<file path="config.mk">
export PLATFORM = sky130hd
export DESIGN_NAME = normalized_dft_block_unit
export DESIGN_NICKNAME = d
export VERILOG_FILES = /design/src/rtl/ndft_pkg.sv /design/src/rtl/ndft_front.sv /design/src/rtl/ndft_back.sv /design/src/rtl/normalized_dft_block_unit.sv
export SDC_FILE = /design/constraint.sdc
export NUM_CORES = 2
export LEC_CHECK = 0
export BUFFER_PORTS_ARGS = -buffer_cell sky130_fd_sc_hd__buf_2
export CAP_MARGIN = 20
export CORE_ASPECT_RATIO = 1.1
export CORE_MARGIN = 2
export CORE_UTILIZATION = 46
export CTS_BUF_LIST = sky130_fd_sc_hd__clkbuf_16
export DETAILED_ROUTE_END_ITERATION = 10
export PLACE_DENSITY = 0.69
export SLEW_MARGIN = 20
export SYNTH_ARGS = -nofsm -noshare
export SYNTH_HDL_FRONTEND = slang
export SYNTH_SLANG_ARGS = --single-unit
</file>
<file path="constraint.sdc">
create_clock -name clk -period 22.3 [get_ports clk]
set_input_delay 1.115 -clock clk [delete_from_list [all_inputs] [get_ports clk]]
set_output_delay 1.115 -clock clk [all_outputs]
set_load 0.05 [all_outputs]
</file>
<file path="src/rtl/ndft_pkg.sv">
`default_nettype none
package ndft_pkg;
    localparam int MAX_POINTS_DEF = 64;
    localparam int SAMPLE_W = 16;
    localparam int L_W = 3;
    localparam int ACC_W = 40;

    typedef enum logic [1:0] {
        BK_IDLE,
        BK_MAC,
        BK_FLUSH,
        BK_EMIT
    } bk_state_t;

    // Queue entry between front and back: one complete block ready to transform
    typedef struct packed {
        logic [L_W-1:0] log2_n;
        logic           bank;
    } blk_desc_t;

    function automatic logic signed [16:0] rom_cos(input logic [5:0] addr);
        logic [4:0] q;
        logic signed [16:0] v;
        begin
            q = 5'd0;
            if (addr <= 6'd16)      q = addr[4:0];
            else if (addr <= 6'd32) q = 5'(6'd32 - addr);
            else if (addr <= 6'd48) q = 5'(addr - 6'd32);
            else                    q = 5'(7'd64 - {1'b0, addr});
            case (q)
                5'd0:  v = 17'sd32767;
                5'd1:  v = 17'sd32610;
                5'd2:  v = 17'sd32138;
                5'd3:  v = 17'sd31357;
                5'd4:  v = 17'sd30274;
                5'd5:  v = 17'sd28899;
                5'd6:  v = 17'sd27246;
                5'd7:  v = 17'sd25330;
                5'd8:  v = 17'sd23170;
                5'd9:  v = 17'sd20788;
                5'd10: v = 17'sd18205;
                5'd11: v = 17'sd15447;
                5'd12: v = 17'sd12540;
                5'd13: v = 17'sd9512;
                5'd14: v = 17'sd6393;
                5'd15: v = 17'sd3212;
                default: v = 17'sd0;
            endcase
            if (addr > 6'd16 && addr <= 6'd48) rom_cos = -v;
            else rom_cos = v;
        end
    endfunction
endpackage
`default_nettype wire

</file>
<file path="src/rtl/ndft_front.sv">
`default_nettype none
module ndft_front #(
    parameter int MAX_POINTS = ndft_pkg::MAX_POINTS_DEF,
    parameter int AW = $clog2(MAX_POINTS)
) (
    input  wire logic                          clk,
    input  wire logic                          rst_n,
    input  wire logic                          push,
    output      logic                          full,
    input  wire logic [15:0]                   sample,
    input  wire logic [2:0]                    log2_length,
    input  wire logic                          cfg_wr,
    // queue to back end
    output      logic                          q_valid,
    output      ndft_pkg::blk_desc_t           q_desc,
    input  wire logic                          q_take,
    input  wire logic                          bk_busy,
    input  wire logic                          rd_bank,
    input  wire logic [AW-1:0]                 rd_addr,
    output      logic signed [15:0]            rd_data
);
    import ndft_pkg::*;

    // largest block length that fits MAX_POINTS
    localparam int LMAX = $clog2(MAX_POINTS + 1) - 1;

    logic [15:0]        mem [2**(AW+1)];
    logic [AW:0]        load_count_reg, load_count_next;
    logic               wr_bank_reg;
    logic               q_valid_reg;
    blk_desc_t          q_desc_reg;
    logic [L_W-1:0]     eff_l;
    logic [AW:0]        n_pts;
    logic               acc_ok, ends_blk;

    always_comb
    begin
        eff_l = log2_length;
        if (eff_l < 3'd1) eff_l = 3'd1;
        if (eff_l > 3'd6) eff_l = 3'd6;
        if (eff_l > L_W'(LMAX)) eff_l = L_W'(LMAX);
    end

    assign n_pts = (AW+1)'(1) << eff_l;
    // the bank being filled may not be the one still queued or under transform
    assign full = q_valid_reg && (wr_bank_reg == q_desc_reg.bank || bk_busy);
    assign acc_ok = push && !full;
    assign ends_blk = (load_count_reg + 1'b1) >= n_pts;
    assign q_valid = q_valid_reg;
    assign q_desc = q_desc_reg;

    always_comb
    begin
        load_count_next = load_count_reg;
        if (cfg_wr) load_count_next = '0;
        else if (acc_ok) load_count_next = ends_blk ? '0 : load_count_reg + 1'b1;
    end

    always_ff @(posedge clk or negedge rst_n)
    begin
        if (!rst_n)
        begin
            load_count_reg <= '0;
            wr_bank_reg <= 1'b0;
            q_valid_reg <= 1'b0;
            q_desc_reg <= '0;
        end
        else
        begin
            load_count_reg <= load_count_next;
            if (acc_ok && ends_blk && !cfg_wr)
            begin
                q_valid_reg <= 1'b1;
                q_desc_reg.bank <= wr_bank_reg;
                q_desc_reg.log2_n <= eff_l;
                wr_bank_reg <= !wr_bank_reg;
            end
            else if (q_take) q_valid_reg <= 1'b0;
        end
    end

    always_ff @(posedge clk)
    begin
        if (acc_ok)
            mem[{wr_bank_reg, load_count_reg[AW-1:0]}] <= sample;
        rd_data <= mem[{rd_bank, rd_addr}];
    end
endmodule
`default_nettype wire

</file>
<file path="src/rtl/ndft_back.sv">
`default_nettype none
module ndft_back #(
    parameter int MAX_POINTS = ndft_pkg::MAX_POINTS_DEF,
    parameter int AW = $clog2(MAX_POINTS)
) (
    input  wire logic                          clk,
    input  wire logic                          rst_n,
    input  wire logic                          q_valid,
    input  wire ndft_pkg::blk_desc_t           q_desc,
    output      logic                          q_take,
    output      logic                          bk_busy,
    output      logic                          rd_bank,
    output      logic [AW-1:0]                 rd_addr,
    input  wire logic signed [15:0]            rd_data,
    output      logic                          empty,
    input  wire logic                          pop,
    output      logic [5:0]                    bin_index,
    output      logic signed [15:0]            real_part,
    output      logic signed [15:0]            imag_part,
    output      logic                          last_bin
);
    import ndft_pkg::*;

    bk_state_t state_reg, state_next;
    blk_desc_t desc_reg;
    logic [AW:0]  k_reg, n_reg;
    logic         mac_d1_reg, mac_d2_reg;
    logic signed [16:0] cr_reg, ci_reg;
    logic signed [32:0] pr_reg, pi_reg;
    logic signed [ACC_W-1:0] ar_reg, ai_reg;
    logic         ov_reg;
    logic [5:0]   ob_reg;
    logic signed [15:0] ore_reg, oim_reg;
    logic         olast_reg;
    logic [AW:0]  n_pts;
    logic [AW-1:0] kn;
    logic [5:0]   addr;
    logic         step_mac, last_n, k_last;
    logic         q_take_c;

    assign n_pts  = (AW+1)'(1) << desc_reg.log2_n;
    assign kn     = AW'(k_reg * n_reg) & AW'(n_pts - 1'b1);
    assign addr   = 6'(6'({{(6-AW){1'b0}}, kn} << (3'd6 - desc_reg.log2_n)));
    assign last_n = (n_reg + 1'b1) == n_pts;
    assign k_last = (k_reg + 1'b1) == n_pts;
    assign rd_bank = desc_reg.bank;
    assign rd_addr = n_reg[AW-1:0];

    function automatic logic signed [15:0] scale_sat(input logic signed [ACC_W-1:0] a,
                                                     input logic [L_W-1:0] l);
        logic [4:0] sh;
        logic signed [ACC_W:0] r;
        begin
            sh = 5'd15 + 5'(l);
            r = ($signed({a[ACC_W-1], a}) + ((ACC_W+1)'(1) << (sh - 5'd1))) >>> sh;
            if (r > 32767) scale_sat = 16'sh7FFF;
            else if (r < -32768) scale_sat = 16'sh8000;
            else scale_sat = r[15:0];
        end
    endfunction

    always_comb
    begin
        state_next = state_reg;
        step_mac = 1'b0;
        q_take_c = 1'b0;
        case (state_reg)
            BK_IDLE:
            begin
                if (q_valid)
                begin
                    q_take_c = 1'b1;
                    state_next = BK_MAC;
                end
            end
            BK_MAC:
            begin
                step_mac = 1'b1;
                if (last_n) state_next = BK_FLUSH;
            end
            BK_FLUSH:
            begin
                if (!mac_d1_reg && !mac_d2_reg) state_next = BK_EMIT;
            end
            BK_EMIT:
            begin
                // hold until the output stage is free
                if (!ov_reg || pop)
                    state_next = (k_last) ? BK_IDLE : BK_MAC;
            end
            default: state_next = BK_IDLE;
        endcase
    end

    assign q_take = q_take_c;
    assign bk_busy = state_reg != BK_IDLE;

    always_ff @(posedge clk or negedge rst_n)
    begin
        if (!rst_n)
        begin
            state_reg <= BK_IDLE;
            mac_d1_reg <= 1'b0;
            mac_d2_reg <= 1'b0;
            ov_reg <= 1'b0;
            k_reg <= '0;
            n_reg <= '0;
        end
        else
        begin
            state_reg <= state_next;
            mac_d1_reg <= step_mac;
            mac_d2_reg <= mac_d1_reg;
            if (q_take_c)
            begin
                k_reg <= '0;
                n_reg <= '0;
            end
            if (step_mac) n_reg <= last_n ? '0 : n_reg + 1'b1;
            if (state_reg == BK_EMIT && (!ov_reg || pop))
            begin
                ov_reg <= 1'b1;
                k_reg <= k_reg + 1'b1;
            end
            else if (pop && ov_reg) ov_reg <= 1'b0;
        end
    end

    always_ff @(posedge clk)
    begin
        if (q_take_c) desc_reg <= q_desc;
        // stage 1: memory read and twiddle lookup
        cr_reg <= rom_cos(addr);
        ci_reg <= rom_cos(addr + 6'd48);
        // stage 2: products
        pr_reg <= rd_data * cr_reg;
        pi_reg <= rd_data * ci_reg;
        if (state_reg == BK_IDLE || (state_reg == BK_EMIT && (!ov_reg || pop)))
        begin
            ar_reg <= '0;
            ai_reg <= '0;
        end
        else if (mac_d2_reg)
        begin
            ar_reg <= ar_reg + ACC_W'(pr_reg);
            ai_reg <= ai_reg - ACC_W'(pi_reg);
        end
        if (state_reg == BK_EMIT && (!ov_reg || pop))
        begin
            ob_reg <= 6'(k_reg);
            ore_reg <= scale_sat(ar_reg, desc_reg.log2_n);
            oim_reg <= scale_sat(ai_reg, desc_reg.log2_n);
            olast_reg <= k_last;
        end
    end

    assign empty = !ov_reg;
    assign bin_index = ob_reg;
    assign real_part = ore_reg;
    assign imag_part = oim_reg;
    assign last_bin = olast_reg;

    // twiddles register alongside the memory read, so both reach the multiplier together
    a_take_idle: assert property (@(posedge clk) disable iff (!rst_n)
        q_take |-> state_reg == BK_IDLE) else $error("take outside idle");
    a_mac_pipe: assert property (@(posedge clk) disable iff (!rst_n)
        mac_d2_reg |-> $past(mac_d1_reg)) else $error("mac pipe broken");
    a_emit_flushed: assert property (@(posedge clk) disable iff (!rst_n)
        state_reg == BK_EMIT |-> !mac_d2_reg) else $error("emit before flush");
endmodule
`default_nettype wire

</file>
<file path="src/rtl/normalized_dft_block_unit.sv">
`default_nettype none
// Direct normalised DFT over blocks of 2^log2_length signed Q1.15 samples.
// Samples transfer in through push/full into a double-banked sample memory;
// once a block is complete it is queued for the transform engine and the
// next block may be loaded meanwhile. The engine runs one complex
// multiply-accumulate per cycle on its single shared MAC, except while it
// waits in the flush or holds a bin back for a full output stage. Bins
// leave in ascending order through empty/pop, last_bin marking bin N-1.
// Write log2_length only while idle; the write restarts block loading.
module normalized_dft_block_unit #(
    parameter int MAX_POINTS = ndft_pkg::MAX_POINTS_DEF
) (
    input  wire logic          clk,
    input  wire logic          rst_n,
    input  wire logic          psel,
    input  wire logic          penable,
    input  wire logic          pwrite,
    input  wire logic [0:0]    paddr,
    input  wire logic [31:0]   pwdata,
    output      logic [31:0]   prdata,
    output      logic          pready,
    input  wire logic          push,
    output      logic          full,
    input  wire logic [15:0]   sample,
    output      logic          empty,
    input  wire logic          pop,
    output      logic [5:0]    bin_index,
    output      logic [15:0]   real_part,
    output      logic [15:0]   imag_part,
    output      logic          last_bin
);
    import ndft_pkg::*;
    localparam int AW = $clog2(MAX_POINTS);

    logic [2:0]        log2_length_reg;
    logic              cfg_wr;
    logic              q_valid, q_take, bk_busy, rd_bank;
    blk_desc_t         q_desc;
    logic [AW-1:0]     rd_addr;
    logic signed [15:0] rd_data;

    assign pready = 1'b1;
    // register 0 lives at byte address 0; paddr is a word select
    assign cfg_wr = psel && penable && pwrite && (paddr == 1'b0);
    assign prdata = {29'd0, log2_length_reg};

    always_ff @(posedge clk or negedge rst_n)
    begin
        if (!rst_n) log2_length_reg <= 3'd6;
        else if (cfg_wr) log2_length_reg <= pwdata[2:0];
    end

    ndft_front #(.MAX_POINTS(MAX_POINTS), .AW(AW)) u_front (
        .clk(clk), .rst_n(rst_n), .push(push), .full(full), .sample(sample),
        .log2_length(log2_length_reg), .cfg_wr(cfg_wr),
        .q_valid(q_valid), .q_desc(q_desc), .q_take(q_take), .bk_busy(bk_busy),
        .rd_bank(rd_bank), .rd_addr(rd_addr), .rd_data(rd_data)
    );

    ndft_back #(.MAX_POINTS(MAX_POINTS), .AW(AW)) u_back (
        .clk(clk), .rst_n(rst_n), .q_valid(q_valid), .q_desc(q_desc),
        .q_take(q_take), .bk_busy(bk_busy), .rd_bank(rd_bank), .rd_addr(rd_addr),
        .rd_data(rd_data), .empty(empty), .pop(pop), .bin_index(bin_index),
        .real_part(real_part), .imag_part(imag_part), .last_bin(last_bin)
    );
endmodule
`default_nettype wire

</file>
Word level (Yosys, flattened, before mapping)

Memory sizes are Yosys's and may differ from the RTL's. A register that Yosys moved wholly into a read port is not among the register bits.
Index checks and enable logic that the tools add are counted.
W data, S select, Z words.

Add/subtract/negate cells: 20
Multiply operators: 3
$lt $le $gt $ge: 16
Eq/ne operators: 10
Shifts and indexed selects: 6
Mux-type cells: 37
Bitwise operators: 2
Reduce and logical (&&, ||, !) cells: 29

Operators with widths:

| kind                   | number |
|---|---|
| $add A40 B41 Y41       | 2 |
| $gt A41 B16 Y1 const B | 2 |
| $lt A41 B16 Y1 const B | 2 |
| $sshr A41 B5 Y41       | 2 |
| $mux W17               | 4 |
| $mul A16 B17 Y33       | 2 |
| $mux W7                | 7 |
| $shl A1 B5 Y41 const A | 1 |
| $add A40 B33 Y40       | 1 |
| $sub A40 B33 Y40       | 1 |
| $neg A17 Y17           | 2 |
| $mux W16               | 2 |
| $mux W5                | 6 |
| $le A6 B6 Y1 const B   | 4 |
| $add A7 B1 Y7 const B  | 3 |
| $sub A1 B5 Y5 const A  | 4 |
| $sub A5 B1 Y5 const B  | 3 |
| $eq A7 B7 Y1           | 2 |
| $shl A1 B3 Y7 const A  | 2 |
| $gt A6 B5 Y1 const B   | 2 |
| $le A6 B5 Y1 const B   | 2 |
| $logic_and A1 B1 Y1    | 12 |
| $reduce_bool A2 Y1     | 6 |
| $mux W1                | 10 |
| 23 further kinds       | 39 |

Register bits after elaboration: 258
RAM bits: 2048
Memory bits (read-only): 480
Input bits: 56
Output and inout bits: 74
Word-level logic and storage cells: 150
Memories kept: 3

Memory list:

| name            | depth | bits a word | rd ports | clocked after memory_dff | write ports | RTL line         | text |
|---|---|---|---|---|---|---|---|
| u_front.mem     | 128   | 16          | 1        | 1                        | 1           | ndft_front.sv:27 | `logic [15:0] mem [2**(AW+1)];` |
| (no name shown) | 16    | 15          | 1        | 0                        | 0           | ndft_pkg.sv:30   | `case (q)` |
| (no name shown) | 16    | 15          | 1        | 0                        | 0           | ndft_pkg.sv:30   |  |

Logic depth before layout (Yosys ltp)

An unclocked memory read counts as a cell.

Depth in word-level cells: 13
Mapped depth: 32
Depth with buffers taken out: 27

Hierarchy

Synthesis repeated with hierarchy kept, for this count alone.

Cells, all modules: 10154
Area, all modules: 126809.1 um^2

Modules (own cells, without submodules):

| module                    | instances | cells each | area each (um^2) | sequential area each (um^2) |
|---|---|---|---|---|
| ndft_front                | 1         | 4595       | 80838.8          | 62144.6 |
| ndft_back                 | 1         | 5519       | 45587.5          | 5370.2 |
| normalized_dft_block_unit | 1         | 40         | 382.9            | 77.6 |

Least setup slack after synthesis

No wires, ideal clock.

Path kind: reg2reg
Start point: reg u_back.desc_reg[1] (netlist name)
End point: reg u_back.oim_reg[2], in the netlist u_back.imag_part[2] (data pin)
Library setup time: 0.259 ns
Arrival: 7.427 ns
Required time: 22.041 ns
Path slack: 14.613 ns
Cell stages (with the launch flop): 30
Path buffers: 10
Clock period less this slack: 7.687 ns
Path through: edfxtp_1 > inv_1 > clkbuf_1 > buf_1 > clkbuf_1 > buf_1 > buf_1 > clkbuf_1 > ha_1 > buf_4 > buf_4 > clkbuf_1 > and2_1 > ha_1 > a21oi_1 > nand2_1 > or4_1 > and3_1 > o211ai_2 > a2111oi_0 > a311oi_2 > mux2i_1 > a21oi_2 > o22ai_1 > or4b_1 > nor4b_2 > nor2_1 > o41ai_4 > buf_6 > o21ai_1

Word-level cells in the longest chain between the ends: 7
Elaborated cells on any way between the ends: 8
Those cells by class: add/sub: 3; order compare: 2; shift: 2; mux: 1

Ends and longest elaborated chain:

| item                   | RTL line         | text |
|---|---|---|
| start, declared        | ndft_back.sv:25  | `blk_desc_t desc_reg;` |
| start signal, assigned | ndft_back.sv:131 | `if (q_take_c) desc_reg <= q_desc;` |
| $add A4 B3 Y5 (*)      | ndft_back.sv:54  | `sh = 5'd15 + 5'(l);` |
| $sub A5 B1 Y5          | ndft_back.sv:55  | `r = ($signed({a[ACC_W-1], a}) + ((ACC_W+1)'(1) << (sh - 5'd1))) >>> sh;` |
| $shl A1 B5 Y41         | ndft_back.sv:55  |  |
| $add A40 B41 Y41       | ndft_back.sv:55  |  |
| $sshr A41 B5 Y41 (*)   | ndft_back.sv:55  |  |
| $lt A41 B16 Y1         | ndft_back.sv:57  | `else if (r < -32768) scale_sat = 16'sh8000;` |
| $mux W16               | ndft_back.sv:57  |  |
| end signal, assigned   | ndft_back.sv:152 | `oim_reg <= scale_sat(ai_reg, desc_reg.log2_n);` |
| end, declared          | ndft_back.sv:33  | `logic signed [15:0] ore_reg, oim_reg;` |

Mark *: on every way between the ends. The rest lies on a longest branch, timed or not.
A chain may end at the register's enable or synchronous reset.

Final worst setup path

Start point: reg u_back.desc_reg[3] (netlist name)
End point: reg u_back.oim_reg[0], in the netlist u_back.imag_part[0] (data pin)

Same word-level chain as after synthesis.

==> results.md <==
* Outcome: completed
* Startpoint Class: flip-flop
* Max-slew violations at 0
* Fin nets at 9837
* Gate Count Post-Synth at approximately 8800
* Clock latency on the worst-skew pair at ~0.93 ns
* Clk_skew at about 0.12 ns
* PostCTS Resize Cnt at 0
* CTS max path bufs at 3
* Clock buffer count from CTS at 230
* Highest clock rate at about 110 MHz
* Area Growth Syn to Fin at 10.0%
* Final hold vios at 0
* Final setup fails at 0
* Worst stage delay on the critical path at between 0.9 and 1 ns
* Via count at about 76000
* Slew headroom at between 20% and 30%
* Die outline width at between 500 and 600 um
* First-pass GRT wire length at approximately 490000 um
* DRC errors left at 0
* # rows at 201
* Ys Warns at 0
* Crit-path cells: inv_1 -> ha_1 -> buf_4 -> nor2b_1 -> nor3b_1 -> ha_1 -> a21oi_1 -> and2_1 -> a21o_1 -> o21ai_0 -> a22o_1 -> mux2i_1 -> a2111oi_1 -> a222oi_1 -> buf_4 -> mux2_2 -> a2bb2oi_1 -> o21ai_1 -> and3_1 -> o211ai_1 -> o41ai_4 -> o21ai_0
* Initial antenna violation count at 9
* PortBufs at 70
* Largest net degree at the start of global routing at 156
* Gp weighted congestion at 0.925
* R2R Path End: u_back.imag_part[0]
* Slowest CP cell: o41ai_4
* Antenna Violating Nets Remaining at 0
* Commonest non-fill, non-tap cells in the layout: edfxtp_1 (2091), inv_1 (721), nand2_1 (694)
* Reg2reg start: u_back.desc_reg[3]
* Initial Utilization at 46.2%
* Mean Syn Cell Area at ~14 um2
* # clock sinks at 2322
* # IOs at 130
* Min Hold Slack at 0.312 ns
* Largest family of logic cells by synthesized area: multiplexers
* Max reg flops at slightly above 2000
* Crit-path max FO at 19
* Area share of fa/ha/maj cells after synthesis at about an eighth
* CTS tree: yes
* R2R setup slack at around 14 ns
* Drt total wl at about 320000 um
* CTS Root Cell: clkbuf_16
* Routed wire per std cell at approximately 25 um
* RSZ-0062 raised after global routing: no
* #FFs+latches synth at 2322
* Critical path type: reg2reg
* Chip height at roughly 550 um
* Multiplexer share of the synthesized area at 13.7%
* Post-synthesis xor/xnor area fraction at slightly above 2%
* Worst hold path class: in2async
* Most common cell after layout, fill and taps aside: edfxtp_1
* Synth async-reset ratio at under 10%
* Sequential fraction of the synthesis area at between 50% and 60%
* Core Util, Final at between 50% and 60%
* Synth Flop Type: edfxtp_1
* Vias in the first global route at 77400
* Period utilization at between 30% and 40%
* Max_cap viols at 0
* Overall Global Routing Usage at 23.2%
* Register Area at 67600 um2
* Post-CTS Setup Bufs at 0
* Core box area at 272000 um2
* Synth Cell Area at around 130000 um2
* Worst-Margin Slew at 1.17 ns
* Post-Synth Simple-Gate Area at between 7 and 8%
* Synth Area in Compound Gates at 6.58%
* Avg Vias per Cell at approximately 6
* Drt first pass iters at 6
* Setup crit end kind: flip-flop
* Setup_tns at 0 ns
* Full die area at between 200000 and 300000 um2
* Fill count at around 22000
* EDFF count, synth at 2091
* CP arrival at a little over 9 ns
* Area of the multi-input gates at 53700 um2
* DR iter-0 viols at between 8000 and 9000
* Minimum clock period at approximately 9 ns
* FF-to-FF path depth at 22
* Data required, critical path at roughly 23 ns
* Gr ovfl total at 0
* Share of layout cells above drive strength 1 at around 16%
* H-tree levels at 4
* Clock transition at path regs at about 0.07 ns
* CTS Hold Buffers Added at 0
* Hpwl dp at 210000 um
* Unique masters post-synth at between 100 and 150
[area by class of cell]
| class | instances | area share [%] |
|---|---|---|
| Tap cell | 3654 | 3.31 |
| Sequential cell | 2322 | 48.9 |
| Timing Repair Buffer | 276 | 1.47 |
| Antenna cell | 3 | 0.00543 |
| Clock buffer | 230 | 4.16 |
| Multi-Input combinational cell | 5369 | 38.8 |
| Inverter | 688 | 1.87 |
| Clock inverter | 193 | 1.42 |
[synthesized netlist by cell type, types with 30 or more instances]
cell,n,area [um2]
nor2_1,524,1970
nand3_1,122,611
a211oi_1,63,473
o21a_1,39,293
nand4_1,30,188
and3_1,52,325
ha_1,333,4170
o211ai_1,70,526
o21ai_0,231,1160
xor2_1,93,815
and2_1,249,1560
nand2b_1,79,494
nor2b_1,55,344
xnor2_1,196,1720
mux2i_1,127,1270
nand2_1,695,2610
fa_1,561,11200
dfxtp_1,196,3920
clkbuf_1,348,1310
dfrtp_1,33,826
a21oi_1,293,1470
nor3_1,89,445
mux2_2,58,653
a31oi_1,40,250
buf_1,84,315
inv_1,684,2570
buf_4,39,293
edfxtp_1,2091,62800
a21o_1,82,616
mux4_2,681,15300
[how the worst max path moves through the flow]
stage,startpoint,cells past startpoint,endpoint,slack (ns)
final,u_back.desc_reg[3],22,u_back.imag_part[0],13.55
after global routing,u_back.desc_reg[3],22,u_back.imag_part[0],13.13
after CTS,u_back.desc_reg[3],22,u_back.imag_part[0],13.78
after detailed placement,u_back.desc_reg[3],22,u_back.imag_part[1],13.84
after global placement,u_back.desc_reg[3],21,u_back.imag_part[1],14.09
after floorplan,u_back.desc_reg[1],29,u_back.imag_part[2],14.61
[cell families (layout without fill, tap and decap cells)]
family | count (synthesis) | after routing
XOR/XNOR | 293 | 293
AO/OA/AOI/OAI | 1210 | 1210
adder cells (fa/ha/maj) | 904 | 904
flip-flops | 2322 | 2322
AND/OR/NAND/NOR | 2048 | 2048
buffers and inverters | 1187 | 1387
other | 2 | 50
multiplexers | 867 | 867
[metal layers]
layer	track usage [%]	wire, um
met3	3.87	24900
met5	0	97
met2	38.4	159000
met4	8.64	12900
met1	30.8	126000
[per-stage QoR]
stage	std cells	worst slack [ns]	instance area (um2)
final	12700	13.55	138000
after global routing	12700	13.13	138000
after floorplan	8878	14.61	126000
after detailed placement	12300	13.84	130000
after global placement	12300	14.09	130000
after CTS	12700	13.78	138000
[worst max-delay path, delay by kind of cell, from the launching register on]
family,cells,cell delay [ns]
multiplexers,2,0.47
buffers and inverters,3,0.81
flip-flops,1,0.75
AO/OA/AOI/OAI,11,4.19
AND/OR/NAND/NOR,4,1.51
adder cells (fa/ha/maj),2,0.62
Power is not shown: default switching activity piles up to over one toggle a cycle in this logic, so the estimate is an artifact.
